===== src/rtl/core/kmp_pkg.sv =====
// Shared constants, types and helpers for the KMP substring matcher.
`timescale 1ns / 1ps
`default_nettype none
package kmp_pkg;

	localparam int MAX_PATTERN = 64;
	localparam int MAX_TEXT    = 1048576;

	localparam int PAT_AW = $clog2(MAX_PATTERN);
	localparam int LEN_W  = $clog2(MAX_PATTERN + 1);
	localparam int POS_W  = 21;

	localparam logic CMD_PAT = 1'b0;
	localparam logic CMD_TXT = 1'b1;

	localparam logic [1:0] ERR_NONE    = 2'd0;
	localparam logic [1:0] ERR_PATTERN = 2'd1;
	localparam logic [1:0] ERR_TEXT    = 2'd2;

	typedef enum logic {
		ST_IDLE,
		ST_CMP
	} st_t;

	// Failure link with guard: a link must point strictly below its own index.
	function automatic logic [LEN_W-1:0] link_f(input logic [LEN_W-1:0] v,
			input logic [LEN_W-1:0] k);
		return (v < k) ? v : '0;
	endfunction

endpackage
`default_nettype wire


===== src/rtl/core/kmp_ram.sv =====
// Generic single-write, single-read RAM with registered read data.
`timescale 1ns / 1ps
`default_nettype none
module kmp_ram #(
	parameter int WIDTH = 8,
	parameter int DEPTH = 64,
	localparam int AW = (DEPTH > 1) ? $clog2(DEPTH) : 1
) (
	input  logic             clk,
	input  logic             we,
	input  logic [AW-1:0]    waddr,
	input  logic [WIDTH-1:0] wdata,
	input  logic [AW-1:0]    raddr,
	output logic [WIDTH-1:0] rdata
);

	logic [WIDTH-1:0] mem [DEPTH];

	always_ff @(posedge clk) begin
		if (we) begin
			mem[waddr] <= wdata;
		end
		rdata <= mem[raddr];
	end

endmodule
`default_nettype wire


===== src/rtl/core/kmp_substring_matcher.sv =====
// KMP substring matcher: pattern load with failure-table build, then text scan.
`timescale 1ns / 1ps
// Pattern bytes (cmd 0) and text bytes (cmd 1) are taken one per request when
// start is high and busy is low. Every request gives exactly one result, shown
// for one cycle with done high; it cannot be held off. A request that needs a
// failure-link walk compares once for the start link and once more per failure
// link followed, each step being one read of the pattern and failure memories
// (registered read data); busy stays high for the walk. The first pattern byte,
// bytes against an empty pattern and dropped bytes (pattern full, text past the
// position limit) need no walk: their result shows on the next cycle and busy
// stays low, so such requests may come every cycle. KMP follows at most one
// link per advance on average. The memories need no clearing pass after reset.
`default_nettype none
module kmp_substring_matcher (
	input  logic                                clk,
	input  logic                                arst_n,
	input  logic                                start,
	output logic                                busy,
	input  logic                                cmd,
	input  logic [7:0]                          ch,
	input  logic                                first,
	output logic                                done,
	output logic                                matched,
	output logic signed [kmp_pkg::POS_W-1:0]    match_start,
	output logic signed [kmp_pkg::POS_W-1:0]    latest_match,
	output logic [1:0]                          error
);

	localparam int LW = kmp_pkg::LEN_W;
	localparam int PW = kmp_pkg::POS_W;
	localparam int AW = kmp_pkg::PAT_AW;

	kmp_pkg::st_t state_q, state_d;

	logic [LW-1:0] len_q, len_d;
	logic [LW-1:0] full_link_q, full_link_d;
	logic [LW-1:0] mp_q, mp_d;
	logic [PW-1:0] pos_q, pos_d;
	logic [PW-1:0] latest_q, latest_d;
	logic          latest_vld_q, latest_vld_d;
	logic [LW-1:0] k_q, k_d;
	logic [7:0]    ch_q, ch_d;
	logic          cmd_q, cmd_d;

	logic          done_q, done_d;
	logic          matched_q, matched_d;
	logic [PW-1:0] mstart_q, mstart_d;
	logic [PW-1:0] latest_out_q, latest_out_d;
	logic [1:0]    error_q, error_d;

	logic          pat_we;
	logic [AW-1:0] pat_waddr;
	logic [7:0]    pat_rdata;
	logic          fail_we;
	logic [LW-1:0] fail_waddr;
	logic [LW-1:0] fail_wdata;
	logic [LW-1:0] fail_rdata;
	logic [LW-1:0] raddr;

	logic          pat_eq;
	logic [LW-1:0] kres;
	logic [PW-1:0] hit_start;
	logic [LW-1:0] len_eff;
	logic [LW-1:0] mp_eff;
	logic [PW-1:0] pos_eff;
	logic          vld_eff;

	kmp_ram #(.WIDTH(8), .DEPTH(kmp_pkg::MAX_PATTERN)) u_pat_ram (
		.clk   (clk),
		.we    (pat_we),
		.waddr (pat_waddr),
		.wdata (ch),
		.raddr (raddr[AW-1:0]),
		.rdata (pat_rdata)
	);

	kmp_ram #(.WIDTH(LW), .DEPTH(kmp_pkg::MAX_PATTERN + 1)) u_fail_ram (
		.clk   (clk),
		.we    (fail_we),
		.waddr (fail_waddr),
		.wdata (fail_wdata),
		.raddr (raddr),
		.rdata (fail_rdata)
	);

	assign pat_eq    = (pat_rdata == ch_q);
	assign kres      = pat_eq ? LW'(k_q + 1'b1) : '0;
	assign hit_start = PW'(pos_q + PW'(1) - {{(PW-LW){1'b0}}, len_q});

	assign len_eff = first ? '0 : len_q;
	assign mp_eff  = first ? '0 : mp_q;
	assign pos_eff = first ? '0 : pos_q;
	assign vld_eff = first ? 1'b0 : latest_vld_q;

	always_ff @(posedge clk or negedge arst_n) begin
		if (!arst_n) begin
			state_q      <= kmp_pkg::ST_IDLE;
			len_q        <= '0;
			full_link_q  <= '0;
			mp_q         <= '0;
			pos_q        <= '0;
			latest_vld_q <= 1'b0;
			done_q       <= 1'b0;
		end else begin
			state_q      <= state_d;
			len_q        <= len_d;
			full_link_q  <= full_link_d;
			mp_q         <= mp_d;
			pos_q        <= pos_d;
			latest_vld_q <= latest_vld_d;
			done_q       <= done_d;
		end
	end

	always_ff @(posedge clk) begin
		latest_q     <= latest_d;
		k_q          <= k_d;
		ch_q         <= ch_d;
		cmd_q        <= cmd_d;
		matched_q    <= matched_d;
		mstart_q     <= mstart_d;
		latest_out_q <= latest_out_d;
		error_q      <= error_d;
	end

	always_comb begin
		state_d      = state_q;
		len_d        = len_q;
		full_link_d  = full_link_q;
		mp_d         = mp_q;
		pos_d        = pos_q;
		latest_d     = latest_q;
		latest_vld_d = latest_vld_q;
		k_d          = k_q;
		ch_d         = ch_q;
		cmd_d        = cmd_q;
		done_d       = 1'b0;
		matched_d    = 1'b0;
		mstart_d     = '1;
		latest_out_d = '1;
		error_d      = kmp_pkg::ERR_NONE;
		pat_we       = 1'b0;
		pat_waddr    = len_eff[AW-1:0];
		fail_we      = 1'b0;
		fail_waddr   = LW'(len_q + 1'b1);
		fail_wdata   = kres;
		raddr        = k_q;

		case (state_q)
			kmp_pkg::ST_IDLE: begin
				if (start) begin
					ch_d  = ch;
					cmd_d = cmd;
					if (cmd == kmp_pkg::CMD_PAT) begin
						// every pattern byte restarts the text scan
						mp_d         = '0;
						pos_d        = '0;
						latest_vld_d = 1'b0;
						len_d        = len_eff;
						if (len_eff >= LW'(kmp_pkg::MAX_PATTERN)) begin
							done_d  = 1'b1;
							error_d = kmp_pkg::ERR_PATTERN;
						end else begin
							pat_we = 1'b1;
							if (len_eff == '0) begin
								fail_we     = 1'b1;
								fail_waddr  = LW'(1);
								fail_wdata  = '0;
								full_link_d = '0;
								len_d       = LW'(1);
								done_d      = 1'b1;
							end else begin
								// the last link written is the link of the whole prefix
								k_d     = kmp_pkg::link_f(full_link_q, len_eff);
								raddr   = k_d;
								state_d = kmp_pkg::ST_CMP;
							end
						end
					end else begin
						mp_d         = mp_eff;
						pos_d        = pos_eff;
						latest_vld_d = vld_eff;
						latest_out_d = vld_eff ? latest_q : '1;
						if (pos_eff >= PW'(kmp_pkg::MAX_TEXT)) begin
							done_d  = 1'b1;
							error_d = kmp_pkg::ERR_TEXT;
						end else if (len_q == '0) begin
							pos_d  = PW'(pos_eff + 1'b1);
							done_d = 1'b1;
						end else begin
							k_d = (mp_eff >= len_q) ?
								kmp_pkg::link_f(full_link_q, len_q) : mp_eff;
							raddr   = k_d;
							state_d = kmp_pkg::ST_CMP;
						end
					end
				end
			end
			kmp_pkg::ST_CMP: begin
				if (pat_eq || k_q == '0) begin
					state_d = kmp_pkg::ST_IDLE;
					done_d  = 1'b1;
					if (cmd_q == kmp_pkg::CMD_PAT) begin
						fail_we     = 1'b1;
						full_link_d = kres;
						len_d       = LW'(len_q + 1'b1);
					end else begin
						pos_d        = PW'(pos_q + 1'b1);
						latest_out_d = latest_vld_q ? latest_q : '1;
						if (kres == len_q) begin
							// full match: report and fall back through the whole-pattern link
							matched_d    = 1'b1;
							mstart_d     = hit_start;
							latest_d     = hit_start;
							latest_vld_d = 1'b1;
							latest_out_d = hit_start;
							mp_d         = kmp_pkg::link_f(full_link_q, len_q);
						end else begin
							mp_d = kres;
						end
					end
				end else begin
					// mismatch: follow the failure link and read again
					k_d   = kmp_pkg::link_f(fail_rdata, k_q);
					raddr = k_d;
				end
			end
			default: begin
				state_d = kmp_pkg::ST_IDLE;
			end
		endcase
	end

	assign busy         = (state_q != kmp_pkg::ST_IDLE);
	assign done         = done_q;
	assign matched      = matched_q;
	assign match_start  = $signed(mstart_q);
	assign latest_match = $signed(latest_out_q);
	assign error        = error_q;

	a_done_source: assert property (@(posedge clk) disable iff (!arst_n)
		done_q |-> ($past(start && !busy) || $past(state_q == kmp_pkg::ST_CMP)))
		else $error("result strobe without a request or walk behind it");

	a_match_clean: assert property (@(posedge clk) disable iff (!arst_n)
		matched_q |-> (done_q && error_q == kmp_pkg::ERR_NONE))
		else $error("match flagged outside a clean result");

	a_walk_bound: assert property (@(posedge clk) disable iff (!arst_n)
		(state_q == kmp_pkg::ST_CMP) |-> (k_q < len_q))
		else $error("failure-link walk reads at or past the pattern length");

	a_prefix_bound: assert property (@(posedge clk) disable iff (!arst_n)
		(len_q != '0) |-> (mp_q < len_q && full_link_q < len_q))
		else $error("matched prefix or full link not below pattern length");

endmodule
`default_nettype wire

===== config.mk =====
export PLATFORM = sky130hd
export DESIGN_NAME = kmp_substring_matcher
export DESIGN_NICKNAME = d
export VERILOG_FILES = /design/src/rtl/core/kmp_pkg.sv /design/src/rtl/core/kmp_ram.sv /design/src/rtl/core/kmp_substring_matcher.sv
export SDC_FILE = /design/constraint.sdc
export NUM_CORES = 1
export LEC_CHECK = 0
export ABC_AREA = 0
export BUFFER_PORTS_ARGS = -buffer_cell sky130_fd_sc_hd__clkbuf_2
export CELL_PAD_IN_SITES_DETAIL_PLACEMENT = 1
export CELL_PAD_IN_SITES_GLOBAL_PLACEMENT = 1
export CORE_ASPECT_RATIO = 0.8
export CORE_UTILIZATION = 56
export CTS_CLUSTER_SIZE = 28
export DETAILED_ROUTE_END_ITERATION = 6
export GPL_TIMING_DRIVEN = 0
export PLACE_DENSITY_LB_ADDON = 0.3
export SLEW_MARGIN = 15
export SYNTH_ARGS = -nofsm -noshare
export SYNTH_HDL_FRONTEND = slang
export SYNTH_SLANG_ARGS = --single-unit
export TNS_END_PERCENT = 50

===== constraint.sdc =====
create_clock -name clk -period 9 [get_ports clk]
set_input_delay 1.35 -clock clk [delete_from_list [all_inputs] [get_ports clk]]
set_output_delay 1.35 -clock clk [all_outputs]
set_load 0.02 [all_outputs]

== Yosys cells after proc, flatten, opt, wreduce, memory -nomap -nowiden ==
Memories as Yosys holds them, arrays and structs flattened. A register that Yosys moved wholly into a read port is not among the register bits.
Index checks and enable logic that the tools add are counted.
Cells by class
  add/sub/neg operators: 5
  magnitude comparators: 6
  eq/ne operators: 10
  muxes and demuxes: 102
  bitwise gates (word level): 2
  reductions and logical operators: 12
Operators with widths (number)
  $mux 21: 14
  $mux 7: 41
  $pmux 21 s2: 2
  $pmux 7 s2: 4
  $add 21x1->21 const B: 2
  $mux 1: 35
  $ge 21x21->1 const B: 1
  $logic_not 7->1: 3
  $lt 7x7->1: 3
  $sub 21x7->21: 1
  $add 7x1->7 const B: 2
  $reduce_and 4->1: 3
  $ne 2x2->1 const B: 5
  $eq 8x8->1: 1
  $pmux 1 s2: 4
  $eq 7x7->1: 1
  $ge 7x7->1: 1
  $ge 7x7->1 const B: 1
  $ne 2x1->1 const B: 3
  $reduce_and 3->1: 2
  $reduce_and 6->1: 1
  $mux 2: 2
  $not 1->1: 2
  $reduce_and 2->1: 1
  2 further kinds: 2
Storage, ports and cells
  flip-flop bits (word level): 127
  RAM bits: 967
  input bits: 13
  output and inout port bits: 47
  logic and storage cells: 154
  memories kept: 2
Memory list
  u_pat_ram.mem: words 64, bits a word 8, read ports 1, clocked after memory_dff 1, wr ports 1, RTL line kmp_ram.sv:17  | logic [WIDTH-1:0] mem [DEPTH];
  u_fail_ram.mem: words 65, bits a word 7, read ports 1, clocked after memory_dff 1, wr ports 1, RTL line kmp_ram.sv:17

== Depth between registers and ports, before layout ==
  depth in word-level cells: 9
  gate-level depth with buffers: 22
  gate-level depth less buffers: 16

== Cells and area by module ==
A second synthesis with hierarchy kept.
Second synthesis, totals
  cells, all modules: 2613
  area, all modules: 45929.0 um^2
By module, submodules not included
  kmp_ram at u_pat_ram: times used 1, cells each 940, area an instance 20166.8 um^2, sequential area each 15534.9 um^2
  kmp_ram at u_fail_ram: times used 1, cells each 818, area an instance 17974.7 um^2, sequential area each 13803.2 um^2
  kmp_substring_matcher: times used 1, cells each 855, area an instance 7787.5 um^2, sequential area each 3067.9 um^2

== Least setup slack after synthesis ==
OpenSTA, ideal clock, no wires.
  kind: input port to flip-flop
  start: in first
  end: reg u_pat_ram.rdata[0] (read register of u_pat_ram.mem)
  library setup time: 0.134 ns
  data arrival time: 5.326 ns
  required time: 8.866 ns
  slack: 3.540 ns
  stages: 21
  path buffers: 7
  cell sequence: buf_6 -> clkbuf_1 -> clkbuf_1 -> clkbuf_1 -> nor2b_1 -> ha_1 -> a211o_1 -> o21bai_1 -> a311o_1 -> buf_2 -> nor3b_1 -> a311o_1 -> nand3b_2 -> inv_2 -> buf_6 -> buf_2 -> mux2i_1 -> a32oi_1 -> nand4_1 -> o21ai_1 -> or4_1
Between the ends
  word-level cells in the longest chain between the ends: 8
  elaborated cells on any way between the ends: 17
  classes of those cells: 4 x order compare; 12 x mux; 1 x reduce/logical
RTL lines
  start, declared: RTL line kmp_substring_matcher.sv:21  | input logic first,
  $mux 7, on equally long branches: RTL line kmp_substring_matcher.sv:90, kmp_substring_matcher.sv:91
  $lt 7x7->1 or $ge 7x7->1 (tied branches): RTL line kmp_pkg.sv:28, kmp_substring_matcher.sv:191
  $mux 7, on equally long branches: RTL line kmp_pkg.sv:28, kmp_substring_matcher.sv:191
  $mux 7, on equally long branches (2 in series)
  $mux 7 *
  $mux 7 *: RTL line kmp_substring_matcher.sv:151  | if (start) begin
  $pmux 7 s2 *
  end, declared: RTL line kmp_ram.sv:14  | output logic [WIDTH-1:0] rdata
Mark *: on every way between the ends. The rest lies on a longest branch, timed or not.
A chain may end at the register's enable or synchronous reset.

== Worst setup path after layout ==
  start: in first
  end: reg u_pat_ram.rdata[4] (read register of u_pat_ram.mem)
Same word-level chain as after synthesis.

==> metrics.txt <==
total track usage=38.7%; critical path class=input pin to flip-flop; starting density of the core=a little under three fifths; vias=between 30000 and 40000; Tcrit/Tclk final=85.5%; final worst slack=1300 ps; drt pass-1 iters=7; VDD IR-drop max=approximately 0.00023 V; share of cells above drive strength 1=under 10%; Max Cap Viol=0; min-delay worst type=flip-flop to flip-flop; Pleak=approximately 18 nW; setup TNS=0 ps; count of mapped cells out of synthesis=3686; Post-Route WL=between 150 and 200 mm; CTS sink count=1109; HPWL after DPL=109 mm; Die H=259 um; sw frac=46.0%; CTS Buf Count=106; clk buf depth=3; M1 GR Usage=approximately half; fmax=approximately 0.13 GHz; netlist area before placement=46200 um^2; first-pass GRT wire length=234 mm; final instance area=51900 um^2; number of global-route vias before repair=35500; critical path startpoint category=input pin; Pwr Density=390 nW/um^2; Setup crit end kind=flip-flop; Netlist cell types=85; CP startpoint=first; Top FF cell, synth=edfxtp_1; Synth Net Count=3737; FF-to-FF Start=len_q[2]$_DFFE_PN0P_; Worst EP required=9570 ps; power share of the clock group=22.7%; CTS tree=yes; Post CTS Setup Buffer Count=0; met3 global-route usage=10.3%; relative slew slack=11.3%; core box area=81100 um^2; gpl congestion=0.934; WP data arrival=8270 ps; async set or reset register ratio after synthesis=about 4.1%; met2 Use GR=59.9%; io pins=60; worst clock skew=37.5 ps; YS warnings=0; Die Width=around 320 um; minimum clock period=7700 ps; Least-Margin Pin Slew=1320 ps; Routed WL per cell=32.1 um; Psw=9.31 mW; Final ANT Viol Nets=0; Worst-path clk slew=60 ps; max-slew violations=0; port buffer count=58; worst slack, placed=1030 ps; Setup-failing EPs final=0; fillers=7907; Overall Power=20.2 mW; DR vias/cell=6.83; CTS root buffer=clkbuf_16; combinational power share=between 40% and 50%; Area after DPL=a little under 50000 um^2; commonest non-fill, non-tap cell in the layout=edfxtp_1; pin count of the biggest net entering global routing=66; Die Footprint=83600 um^2; Sequential Power Share=29.3%; Avg Cell Area, Syn=12.5 um^2; number of gates resized after cts=0; Detailed Route Iter0 Violations=about 5600; Final Hold Fails=0; Hold-fix buffers, CTS=0; flops & latches, synth=1109; Int Pwr=~11 mW; remaining global-route overflow=0; Post-synth EDFFs=997; most used routing layer=met2; worst-path fanout max=10; Hold Crit Start=latest_q[0]$_DFFE_PP_; num rows=between 90 and 100; outcome=complete, but fails checks; unrepaired setup endpoints after global routing=false; # DRC=4; initial antenna violation count=5; Worst-Skew Late Latency=just over 700 ps; most frequent cells in the layout=edfxtp_1 (997), nand2_1 (831), nand3_1 (328); post-synthesis sequential area ratio=70.2%; P&R area growth vs syn=12.3%; H-tree depth=3; net count reported at finish=3920; failing checks=design-rule violations
==> metrics by stage <==
| stage | util, % | std cells | hold WS [ps] |
|---|---|---|---|
| floorplan | - | 3686 | 434 |
| finish | 63.9 | 5057 | 455 |
| detailed placement | 59.6 | 4853 | 447 |
| global route | 63.9 | 5054 | 470 |
| CTS | 63.9 | 5054 | 461 |
| global placement | 59.0 | 4836 | 442 |
==> Yosys cell counts (37+ instances only) <==
cell type,n,area share [%]
a21oi_1,131,1.4
a31oi_1,53,0.72
buf_2,84,0.91
clkbuf_1,83,0.67
dfrtp_1,45,2.4
dfxtp_1,67,2.9
edfxtp_1,997,65
ha_1,37,1.0
inv_1,38,0.31
mux2i_1,99,2.1
nand2_1,831,6.8
nand2b_1,37,0.50
nand3_1,328,3.6
nand4_1,56,0.76
nor2_1,196,1.6
o21ai_0,86,0.93
xnor2_1,39,0.74
==> final cells by class <==
cell class	count	area, um^2	area share, %
diodes	3	7.51	0.0145
plain buffers	212	1050	2.03
clock buffers	134	2940	5.67
clock inverters	67	589	1.14
inverters	45	174	0.335
multi-input cells	2320	12600	24.4
flip-flops and latches	1109	32400	62.5
well taps	1092	1370	2.63
repair buffers	75	683	1.32
==> layer usage <==
layer  share of wire, %  wire (um)
met4                5.0       8130
met3                 12      20100
met1                 37      59800
met2                 46      74200
met5              0.017         27
==> power by group through the flow <==
stage / combinational (mW) / sequential [mW] / clock, mW
after detailed placement: 9.05 / 6.02 / 0
final: 9.72 / 5.92 / 4.60
after floorplan: 5.30 / 5.98 / 0
after global routing: 9.97 / 5.93 / 4.73
after global placement: 8.59 / 6.02 / 0
after CTS: 9.26 / 5.92 / 4.58
==> worst max-delay path: stages <==
cell and delay [ps]:
buf_6 140, clkbuf_1 460, clkbuf_1 540, clkbuf_1 560
nor2b_1 110, ha_1 310, a211o_1 290, o21bai_1 160
a311o_1 350, buf_2 210, a311oi_1 380, or4_1 220
buf_4 260, inv_4 120, nor2_1 500, clkbuf_1 830
nand3_1 170, nand4_1 210, o21ai_0 430, or4_1 630
==> kinds of logic after synthesis <==
| group | count (synthesis) | share of synthesized area (%) |
|---|---|---|
| AOI/OAI and AO/OA | 513 | 7.27 |
| xor gates and xnor gates | 62 | 1.18 |
| adders and majority gates | 38 | 1.05 |
| buffers and inverters | 257 | 2.65 |
| DFF | 1109 | 70.2 |
| muxes | 103 | 2.27 |
| and+or+nand+nor | 1604 | 15.4 |
==> registers in the layout, summed over array words and instances, names as in the netlist, 2 cells and up <==
signal / cells
full_link_q: 7
u_pat_ram.mem: 512
ch_q: 8
u_fail_ram.rdata: 7
latest_q: 21
k_q: 7
u_pat_ram.rdata: 8
error: 2
latest_match: 21
match_start: 21
mp_q: 7
u_fail_ram.mem: 455
pos_q: 21
len_q: 7
==> path summary, 6_finish.rpt <==
path,to,slack [ps],cells after the start
max in group asynchronous,pos_q[6]$_DFFE_PN0P_,7810,1
worst max-delay path,u_pat_ram.rdata[4]$_DFF_P_,1300,20
worst max register to register,u_pat_ram.rdata[4]$_DFF_P_,2610,17
worst min-delay path,latest_match[0]$_DFF_P_,460,1
worst min register to register,latest_match[0]$_DFF_P_,460,1
min in group asynchronous,done$_DFF_PN0_,720,1
Power figures use the tool's default switching activity.
